<file path="config.mk">
export PLATFORM = sky130hd
export DESIGN_NAME = lzss_ctrl
export DESIGN_NICKNAME = d
export VERILOG_FILES = /design/src/rtl/core/lzss_pkg.sv /design/src/rtl/core/lzss_ctrl.sv
export SDC_FILE = /design/constraint.sdc
export NUM_CORES = 1
export LEC_CHECK = 0
export BUFFER_PORTS_ARGS = -buffer_cell sky130_fd_sc_hd__buf_2
export CELL_PAD_IN_SITES_DETAIL_PLACEMENT = 1
export CELL_PAD_IN_SITES_GLOBAL_PLACEMENT = 2
export CORE_ASPECT_RATIO = 1.5
export CORE_MARGIN = 1.5
export CORE_UTILIZATION = 34
export DETAILED_ROUTE_END_ITERATION = 8
export PLACE_DENSITY = 0.83
export SETUP_SLACK_MARGIN = 0.3
export SYNTH_ARGS = -nofsm -noshare
export SYNTH_HDL_FRONTEND = slang
export SYNTH_SLANG_ARGS = --single-unit
</file>
<file path="constraint.sdc">
create_clock -name clock -period 3.7 [get_ports clock]
set_input_delay 0.37 -clock clock [delete_from_list [all_inputs] [get_ports clock]]
set_output_delay 0.37 -clock clock [all_outputs]
set_load 0.01 [all_outputs]
</file>
<file path="src/rtl/core/lzss_pkg.sv">
// ----------------------------------------------------------------------------
// lzss_pkg
// Shared types and constants for the LZSS stream decoder: beat payloads,
// register indexes and the command/status bundles between controller and
// datapath.
// ----------------------------------------------------------------------------
package lzss_pkg;

   // token format
   localparam int MIN_MATCH    = 3;
   localparam int WORD_BITS    = 16;
   localparam int GROUP_TOKENS = 8;

   // register file
   localparam int CSR_DATA_W = 6;
   localparam int LB_W       = 4;
   localparam int LM_W       = 6;
   localparam logic [LB_W-1:0] LB_RESET = 4'd4;
   localparam logic [LM_W-1:0] LM_RESET = 6'd15;
   localparam logic [LM_W-1:0] LM_MAX   = 6'd61;

   typedef enum logic [0:0] {
      CSR_LENGTH_BITS = 1'b0,
      CSR_LENGTH_MASK = 1'b1
   } csr_index_type;

   // input beat
   typedef struct packed {
      logic [7:0] in_byte;
      logic       in_last;
   } req_beat_type;

   // output beat
   typedef struct packed {
      logic [7:0] out_byte;
      logic       out_last;
   } rsp_beat_type;

   // controller to datapath
   typedef struct packed {
      logic accept;       // input beat taken this cycle
      logic capture_lit;  // hold the literal byte
      logic capture_low;  // hold the low byte of a match word
      logic start_copy;   // decode match word and launch the copy engine
      logic emit_lit;     // send the held literal and write it to history
      logic clear;        // end of stream: rewind history pointers
   } lzss_cmd_type;

   // datapath to controller
   typedef struct packed {
      logic out_free;     // output register can load this cycle
      logic word_zero;    // match word on the input is zero
      logic copy_done;    // last byte of the match leaves this cycle
   } lzss_stat_type;

endpackage

</file>
<file path="src/rtl/core/lzss_ctrl.sv">
// ----------------------------------------------------------------------------
// lzss_ctrl
// Controller: token sequencing over flag bytes, literals and match words,
// output sequencing and end-of-stream handling.
// ----------------------------------------------------------------------------
module lzss_ctrl import lzss_pkg::*; (
   input  logic          clock,
   input  logic          reset,
   input  logic          req_valid,
   output logic          req_ready,
   input  req_beat_type  req_data,
   output lzss_cmd_type  cmd,
   input  lzss_stat_type stat
);

   typedef enum logic [4:0] {
      ST_FLAG  = 5'b00001,
      ST_TOKEN = 5'b00010,
      ST_HIGH  = 5'b00100,
      ST_LIT   = 5'b01000,
      ST_COPY  = 5'b10000
   } state_type;

   state_type  state_ff, state_in;
   logic [7:0] flags_ff, flags_in;
   logic [3:0] tokens_ff, tokens_in;
   logic       last_ff, last_in;
   logic       accept;
   logic       do_clear;
   logic       tok_done;
   logic [3:0] tokens_dec;

   assign req_ready  = (state_ff == ST_FLAG) || (state_ff == ST_TOKEN) ||
                       (state_ff == ST_HIGH);
   assign accept     = req_valid && req_ready;
   assign tokens_dec = (tokens_ff != 4'd0) ? tokens_ff - 4'd1 : 4'd0;

   // next state and commands
   always_comb begin
      state_in   = state_ff;
      flags_in   = flags_ff;
      tokens_in  = tokens_ff;
      last_in    = last_ff;
      cmd        = '0;
      cmd.accept = accept;
      do_clear   = 1'b0;
      tok_done   = 1'b0;

      case (state_ff)
         ST_FLAG: begin
            if (accept) begin
               flags_in  = req_data.in_byte;
               tokens_in = 4'(GROUP_TOKENS);
               state_in  = ST_TOKEN;
               do_clear  = req_data.in_last;
            end
         end
         ST_TOKEN: begin
            if (accept) begin
               if (flags_ff[0]) begin
                  cmd.capture_lit = 1'b1;
                  last_in         = req_data.in_last;
                  state_in        = ST_LIT;
               end else begin
                  cmd.capture_low = 1'b1;
                  state_in        = ST_HIGH;
                  do_clear        = req_data.in_last;
               end
            end
         end
         ST_HIGH: begin
            if (accept) begin
               if (stat.word_zero) begin
                  tokens_in = 4'd0;
                  state_in  = ST_FLAG;
                  do_clear  = req_data.in_last;
               end else begin
                  cmd.start_copy = 1'b1;
                  last_in        = req_data.in_last;
                  state_in       = ST_COPY;
               end
            end
         end
         ST_LIT: begin
            if (stat.out_free) begin
               cmd.emit_lit = 1'b1;
               tok_done     = 1'b1;
               do_clear     = last_ff;
            end
         end
         ST_COPY: begin
            if (stat.copy_done) begin
               tok_done = 1'b1;
               do_clear = last_ff;
            end
         end
         default: begin
            state_in = ST_FLAG;
         end
      endcase

      // token retired: shift flags, count down the group
      if (tok_done) begin
         flags_in  = {1'b0, flags_ff[7:1]};
         tokens_in = tokens_dec;
         state_in  = (tokens_dec == 4'd0) ? ST_FLAG : ST_TOKEN;
      end

      // end of stream returns everything to reset
      if (do_clear) begin
         cmd.clear = 1'b1;
         state_in  = ST_FLAG;
         flags_in  = 8'h00;
         tokens_in = 4'd0;
         last_in   = 1'b0;
      end
   end

   always_ff @(posedge clock) begin
      if (reset) begin
         state_ff  <= ST_FLAG;
         flags_ff  <= 8'h00;
         tokens_ff <= 4'd0;
         last_ff   <= 1'b0;
      end else begin
         state_ff  <= state_in;
         flags_ff  <= flags_in;
         tokens_ff <= tokens_in;
         last_ff   <= last_in;
      end
   end

   // checks
   a_done_in_copy: assert property (@(posedge clock) disable iff (reset)
      stat.copy_done |-> state_ff == ST_COPY)
      else $error("copy completion outside copy state");

   a_clear_rewinds: assert property (@(posedge clock) disable iff (reset)
      cmd.clear |=> (state_ff == ST_FLAG) && (tokens_ff == 4'd0))
      else $error("stream end did not return to flag byte");

endmodule

</file>
### Word-level counts from Yosys, hierarchy flattened

Index checks and enable logic that the tools add are counted.
W data, S select, Z words.

| operators by class | value |
|---|---|
| equal/unequal tests | 14 |
| reduce and logical (&&, ||, !) cells | 17 |
| muxes and demuxes | 42 |
| $add $sub $neg | 1 |

Operator list:

| kind | count |
|---|---|
| $mux W5 | 5 |
| $mux W4 | 6 |
| $mux W7 | 3 |
| $mux W1 | 20 |
| $pmux W5 S4 | 1 |
| $ne A3 B3 Y1 const B | 4 |
| $ne A2 B2 Y1 const B | 4 |
| $pmux W4 S2 | 1 |
| $reduce_and A4 Y1 | 2 |
| $mux W2 | 3 |
| $reduce_bool A2 Y1 | 3 |
| $eq A5 B1 Y1 const B | 1 |
| $eq A5 B2 Y1 const B | 1 |
| $eq A5 B3 Y1 const B | 1 |
| $eq A5 B4 Y1 const B | 1 |
| $eq A5 B5 Y1 const B | 1 |
| $pmux W1 S5 | 1 |
| $reduce_and A5 Y1 | 1 |
| $logic_not A4 Y1 | 1 |
| $pmux W1 S2 | 2 |
| $reduce_and A2 Y1 | 2 |
| $reduce_bool A4 Y1 | 1 |
| $reduce_or A2 Y1 | 2 |
| $sub A4 B1 Y4 const B | 1 |
| 5 further kinds | 6 |

| storage, ports and cells | value |
|---|---|
| register bits after elaboration | 18 |

### Logic depth before layout (Yosys ltp)

Gate-level depths: netlist (run 1).

| depth | value |
|---|---|
| word-level depth | 7 |
| mapped depth | 6 |
| gate-level depth less buffers | 5 |

### Worst setup path after synthesis (run 1)

No wires, ideal clock.

| timing path | value |
|---|---|
| path kind | flip-flop to output port |
| from | register state_ff[2] |
| to | output port cmd[0] (netlist bit) |
| required time | 3,330 ps |
| buffers on the path | 2 |
| arrival time | 1,245 ps |
| cell stages (with the launch flop) | 6 |
| path slack | 2,085 ps |
| cell sequence | dfxtp_1 -> buf_4 -> o21ai_0 -> o211ai_1 -> o31ai_1 -> buf_4 |

RTL lines:

| item | line | text |
|---|---|---|
| start, declared | lzss_ctrl.sv:24 | `state_type state_ff, state_in;` |
| start signal, assigned | lzss_ctrl.sv:126 | `state_ff <= state_in;` |
| end, declared | lzss_ctrl.sv:12 | `output lzss_cmd_type cmd,` |

### Worst setup path after layout (run 1)

| timing path | value |
|---|---|
| from | register state_ff[2] |
| to | register flags_ff[0] |

| between the ends | value |
|---|---|
| longest elaborated chain between the ends | 7 |
| elaborated cells between the ends (all ways) | 18 |

RTL lines:

| item | line | text |
|---|---|---|
| $eq A5 B1 Y1 / $eq A5 B2 Y1 (equally long branches) | lzss_ctrl.sv:33, lzss_ctrl.sv:49 |  |
| $logic_or A1 B1 Y1 (2 in series) | lzss_ctrl.sv:33 | `assign req_ready = (state_ff == ST_FLAG) \|\| (state_ff == ST_TOKEN) \|\|` |
| $logic_and A1 B1 Y1 | lzss_ctrl.sv:35 | `assign accept = req_valid && req_ready;` |
| $mux W1, on equally long branches | lzss_ctrl.sv:72, lzss_ctrl.sv:51, lzss_ctrl.sv:59 |  |
| $pmux W1 S5 | lzss_ctrl.sv:49 | `case (state_ff)` |
| $reduce_or A2 Y1 (no source line) | n/a |  |
| end signal, assigned | lzss_ctrl.sv:127 | `flags_ff <= flags_in;` |
| end, declared | lzss_ctrl.sv:25 | `logic [7:0] flags_ff, flags_in;` |

Parallel ways exist; a longest one is shown, timed or not.
A chain may end at the register's enable or synchronous reset.

==> results_dict.tcl, run 1 <==
set metrics [dict create \
    drt_wl_total_um 3475 \
    grt_pass1_wl_um 5809 \
    worstRegToRegCells 4 \
    die_h_um 75.80 \
    path_buf_inv 0 \
    drive_gt1_frac 0.1939 \
    synth_area_leader_cell "dfxtp_1" \
    arrival_ns 2.29 \
    cts_root_buf "clkbuf_8" \
    cp_data_required_time_ns 3.79 \
    slowest_stage "o31ai_2" \
    portBuffers 21 \
    fillerInstances 451 \
    utilization 0.4009 \
    antenna_cells 0 \
    yosys.cell_types.count 42 \
    cts_tree "built" \
    fin_crit_ns 2.202 \
    cts_made_buffers 3 \
    ys_warn_count 0 \
    clock_latency_ns 0.25 \
    viasPerCell 5.923 \
    multi_input_area_um2 768.2 \
    rsz0062_at_grt "no" \
    synth-edff-count 0 \
    dpl.cell_count 203 \
    maxSlewViolCount 0 \
    avgSynthCellArea_um2 8.008 \
    cts_setup_buffers 0 \
    area_growth_pct 12.92 \
    ir_worst_vdd_v 0.0001995 \
    slowest_delay_ns 0.78 \
    synth_top_area_frac 0.3000 \
    drtIter0Drc 37 \
    path_class "reg2reg" \
    via_count 1226 \
    setup_viol_count_final 0 \
    layoutNonFillerInstCount 207 \
    p_leak_nw 0.5356 \
    status "finished clean" \
    initial_utilization 0.3550 \
    skew_ns 0.002926 \
    cts_resized 0 \
    dp_slack_ns 1.386 \
    critPathLaunchType "flop" \
    ant_nets 0 \
    synthesis.nets 165 \
    syn_inst 150 \
    cts.clk_slew.worst_paths_ns 0.07 \
    min_path_type "in2reg" \
    h-tree-depth 1 \
    cts_buffer_depth 2 \
    cp.depth 4 \
    grt_usage 0.1965 \
    antenna_found_initial 0 \
    nets 181 \
    yosysSeqAreaShare 0.3000 \
    finalHoldViolations 0 \
    hold_depth 3 \
    crit_fanout 16 \
    synth_area_um2 1201 \
    cp_cell_sequence "and3b_1 -> o211a_1 -> o31ai_2 -> a21oi_1" \
    gp_congestion 0.7986 \
    synthTopCellsByCount "dfxtp_1, a21oi_1, nand3_1, o21ai_0, nor2_1" \
    ys_ff_latch 18 \
    final_cell_area_um2 1356 \
    hpwl_um 2656 \
    dieWidth_um 51.53 \
    p_per_area_nw_per_um2 333.7 \
    regArea_um2 360.3 \
    async_flop_share 0 \
    cts.sinks 18 \
    tns_ns 0 \
    synth_most_common_cell "dfxtp_1" \
    critPathTopFamily "compound AO/OA/AOI/OAI gates" \
    rows 26 \
    wl_per_cell_um 16.79 \
    synthFlopType "dfxtp_1" \
    synth_area_leaders "dfxtp_1, a21oi_1, nand3_1" \
    core_area_um2 3383 \
    hold_buffers 0 \
    crit_path_end_kind "flop" \
    top_level_ports 22 \
    setup_slack_ns 1.498 \
    tightest_slew_ns 0.9582 \
    grt.overflow.total 0 \
    dpl_cell_area_um2 1301 \
    dieArea_um2 3906 \
    grt_pass1_vias 1236 \
    max_freq_mhz 454.1 \
    grt_max_degree 20 \
    drc 0 \
    maxCapViolations 0 \
    dr.pass1.iters 4 \
    fin_crit_sh 0.5952 \
    max_slew_margin 0.3574 \
]
[flip-flops by register name, summed over array words and instances (netlist names)]
name,count
tokens_ff,4
last_ff,1
flags_ff,8
state_ff,5
[logic make-up (layout without fill, tap and decap cells)]
group                  count (synthesis)  in the layout  synth area share
AO/OA/AOI/OAI                         51             51            0.2802
flip-flops                            18             18            0.3000
multiplexers                           2              2           0.01667
AND/OR/NAND/NOR                       63             63            0.3281
buffers and inverters                 14             29           0.06042
XOR/XNOR                               2              2           0.01459
[final timing paths]
path                from     endpoint  slack (ns)
min          req_data[6]  flags_ff[5]        0.40
max reg2reg  state_ff[2]  flags_ff[0]        1.50
max          state_ff[2]  flags_ff[0]        1.50
min reg2reg  flags_ff[5]  flags_ff[5]        0.47
[cells in the final DEF (no fill, tap or decap), drive strengths merged, types with 2 or more instances in the layout]
master / synthesis / final
buf: 8 / 21
dfxtp: 18 / 18
a21oi: 16 / 16
nand3: 16 / 16
o21ai: 10 / 10
nor2: 8 / 8
nor3: 6 / 6
nor2b: 5 / 5
nand3b: 5 / 5
a21o: 5 / 5
inv: 4 / 4
o211ai: 4 / 4
and3b: 4 / 4
nand2: 4 / 4
or3: 4 / 4
clkbuf: 2 / 4
o31ai: 4 / 4
a22oi: 3 / 3
nor3b: 3 / 3
and3: 2 / 2
mux2i: 2 / 2
a211o: 2 / 2
nor4b: 2 / 2
[through the flow]
step	hold WS, ns	power [mW]
final	0.3958	0.4526
after global placement	0.4581	0.2902
after floorplan	0.4480	0.2699
after global routing	0.4194	0.4754
after detailed placement	0.4686	0.2937
after CTS	0.4001	0.4551
[worst min-delay path, delay by kind of cell]
kind,cells,cell delay [ns]
buffers and inverters,1,0.07
AOI/OAI and AO/OA,2,0.17
[area by class of cell]
| cell class | count | area share |
|---|---|---|
| clock buffers | 4 | 0.04059 |
| inverters | 4 | 0.01107 |
| multi-input cells | 118 | 0.5664 |
| flip-flops and latches | 18 | 0.2657 |
| well taps | 42 | 0.03875 |
| repair buffers | 21 | 0.07749 |
[routing by layer]
layer | vias to the layer above | track usage | wire, um
met2 | 20 | 0.3789 | 1871
met1 | 611 | 0.2285 | 1501
li1 | 591 | - | -
met3 | 4 | 0.01765 | 71
met5 | - | 0 | 0
met4 | 0 | 0.05263 | 31
[power breakdown]
part	switching (mW)	internal [mW]	leakage (nW)	total, mW
Combinational	0.0428	0.0325	0.360	0.0753
Sequential	0.0113	0.202	0.147	0.213
Clock	0.0693	0.0946	0.0288	0.164
Total	0.123	0.329	0.536	0.453
Power figures use the tool's default switching activity.
==> run 2: changes to the inputs <==
ABC_AREA = 1   (was unset)
CORE_UTILIZATION = 30   (was 34)
PLACE_DENSITY = 0.78   (was 0.83)
clock period = 2.2 ns   (was 3.7 ns; I/O delays follow)
==> results_dict.tcl, run 2 <==
set metrics [dict create \
    status "finished clean" \
    critPathLaunchType "flop" \
    via_count 1344 \
    setup_viol_count_final 0 \
    synth_most_common_cell "nand2_1" \
    die_h_um 85.77 \
    slowest_delay_ns 0.40 \
    cts_tree "built" \
    async_flop_share 0 \
    nets 245 \
    synth_area_leaders "dfxtp_1, nand2_1, nand3_1" \
    cp.depth 7 \
    synthTopCellsByCount "nand2_1, inv_1, nand3_1, dfxtp_1, nor2_1" \
    area_growth_pct 13.06 \
    path_class "reg2out" \
    antenna_cells 0 \
    utilization 0.3587 \
    tightest_slew_ns 0.3233 \
    slowest_stage "dfxtp_2" \
    ys_warn_count 0 \
    grt_use_met3 0.01810 \
    met2_usage 0.3120 \
    max_slew_margin 0.7844 \
    maxCapViolations 0 \
    synthesis.nets 224 \
    synth-edff-count 0 \
    arrival_ns 1.61 \
    grtUsageMet1 0.1537 \
    yosysSeqAreaShare 0.2630 \
    dpl_cell_area_um2 1440 \
    rsz0062_at_grt "yes" \
    cts.clk_slew.worst_paths_ns 0.08 \
    r2r_setup_slack_ns 0.57 \
    reg2reg_to "flags_ff[4]" \
    worstSetupEndpoint "cmd[0]" \
    largest_register_ffs 8 \
    finalHoldViolations 0 \
    grt_pass1_wl_um 5989 \
    avgSynthCellArea_um2 6.555 \
    final_cell_area_um2 1549 \
    hpwl_um 2772 \
    cts.sinks 18 \
    crit_fanout 5 \
    critPathTopFamily "simple AND/OR/NAND/NOR gates" \
    worstRegToRegCells 7 \
    ys_ff_latch 18 \
    fillerInstances 570 \
    cp_cell_sequence "inv_2 -> nor2_4 -> nand3_2 -> a21oi_4 -> nand2_2 -> nand2_1 -> buf_2" \
    tns_ns 0 \
    busiest_layer "met2" \
    synthFlopType "dfxtp_1" \
    regArea_um2 364.1 \
    synth_area_leader_cell "dfxtp_1" \
    path_buf_inv 2 \
    grt_pass1_vias 1334 \
    drive_gt1_frac 0.2795 \
    cp-startpoint "state_ff[2]" \
    max_freq_mhz 546.2 \
    final_cell_mix "nand2_1, inv_1, nand3_1, buf_2, dfxtp_1" \
    initial_utilization 0.3173 \
    r2r-start "state_ff[2]" \
    drtIter0Drc 36 \
    fin_crit_sh 0.8323 \
    synth_top_area_frac 0.2630 \
    viasPerCell 4.887 \
    ant_nets 0 \
    layout_commonest_cell "nand2_1" \
    min_path_type "in2reg" \
    grt_usage 0.1579 \
    regMostFlops "flags_ff" \
    dieWidth_um 58.18 \
    cts_buffer_depth 2 \
    syn_inst 209 \
    h-tree-depth 1 \
    cp_data_required_time_ns 1.98 \
    rows 29 \
    core_area_um2 4318 \
    gp_congestion 0.8228 \
    p_per_area_nw_per_um2 949.9 \
    drc 0 \
    maxSlewViolCount 0 \
    hold_buffers 0 \
    portBuffers 21 \
    p_leak_nw 0.7587 \
    multi_input_area_um2 783.3 \
    drt_wl_total_um 3536 \
    cts_made_buffers 3 \
    top_level_ports 22 \
    top_regs "flags_ff: 8 flops, state_ff: 5 flops, tokens_ff: 4 flops" \
    synth_area_um2 1370 \
    cts_root_buf "clkbuf_8" \
    antenna_found_initial 0 \
    skew_ns 0.007513 \
    dieArea_um2 4989 \
    fin_crit_ns 1.831 \
    ir_worst_vdd_v 0.0003299 \
    grt.overflow.total 0 \
    dr.pass1.iters 6 \
    clock_latency_ns 0.26 \
    grt_max_degree 18 \
    yosys.cell_types.count 24 \
    wl_per_cell_um 12.86 \
    crit_path_end_kind "primary output" \
]
==> run 2: cell count changes in the layout (fill, tap and decap cells not counted), moves of 6 or more <==
cell / delta
a21oi_1: -12
inv_1: +34
nand2_1: +42
nand3_1: +14
nand4_1: +6
nor2_2: +11
==> run 2: stage by stage <==
step           hold WS [ns]  std cells  setup WS, ns  total power, mW
6_report             0.1711        275        0.3690            1.471
5_1_grt              0.1792        275        0.2843            1.605
4_1_cts              0.1762        273        0.3005            1.461
3_5_place_dp         0.4534        268        0.3298            1.155
3_3_place_gp         0.4496        268        0.3568            1.154
2_1_floorplan        0.3116        209        0.7697            1.022
==> run 2: worst register-to-register path: stages, from the launching register on <==
cell      delay (ns)
dfxtp_2         0.40
inv_2           0.06
nor2_4          0.16
nand3_2         0.19
a21oi_4         0.23
nand2_2         0.10
nand3b_4        0.27
nor2_1          0.10
==> run 2: worst min path at each step <==
stage | startpoint | endpoint | slack [ns] | depth (start not counted)
finish | reset | state_ff[0] | 0.17 | 3
global route | reset | state_ff[0] | 0.18 | 3
floorplan | reset | state_ff[0] | 0.31 | 2
CTS | reset | state_ff[0] | 0.18 | 3
global placement | reset | state_ff[0] | 0.45 | 3
detailed placement | reset | state_ff[0] | 0.45 | 3
==> run 2: power breakdown <==
group / leakage [nW] / switching [mW] / internal [mW]
Sequential: 0.148 / 0.0546 / 0.395
Combinational: 0.582 / 0.479 / 0.256
Clock: 0.0288 / 0.127 / 0.160
==> run 2: kinds of logic (layout without fill, tap and decap cells) <==
logic type / after synthesis / in the layout / synth area share
and+or+nand+nor: 124 / 124 / 0.4904
AOI/OAI and AO/OA: 16 / 16 / 0.06119
DFF: 18 / 18 / 0.2630
buffers and inverters: 51 / 71 / 0.1854
==> run 2: cell type report <==
class,instances,share of cell area
flip-flops and latches,18,0.2351
multi-input cells,140,0.5057
inverters,43,0.1042
repair buffers,24,0.08239
clock buffers,4,0.03554
well taps,46,0.03716
==> run 2: what timing repair did <==
| item | in CTS | in global routing |
|---|---|---|
| endpoints found under the setup margin | 1 | 16 |
| buffers inserted | 1 | 2 |
| resized for setup | 3 | 5 |
| pin swaps | 3 | 3 |
==> run 2: routing by layer <==
metal  vias up  wire length [um]  part of all wire
li1        688                 -                 -
met1       616              1406              0.40
met2        31              1913              0.54
met3         9               113             0.032
met4         0               103             0.029
met5         -                 0                 0
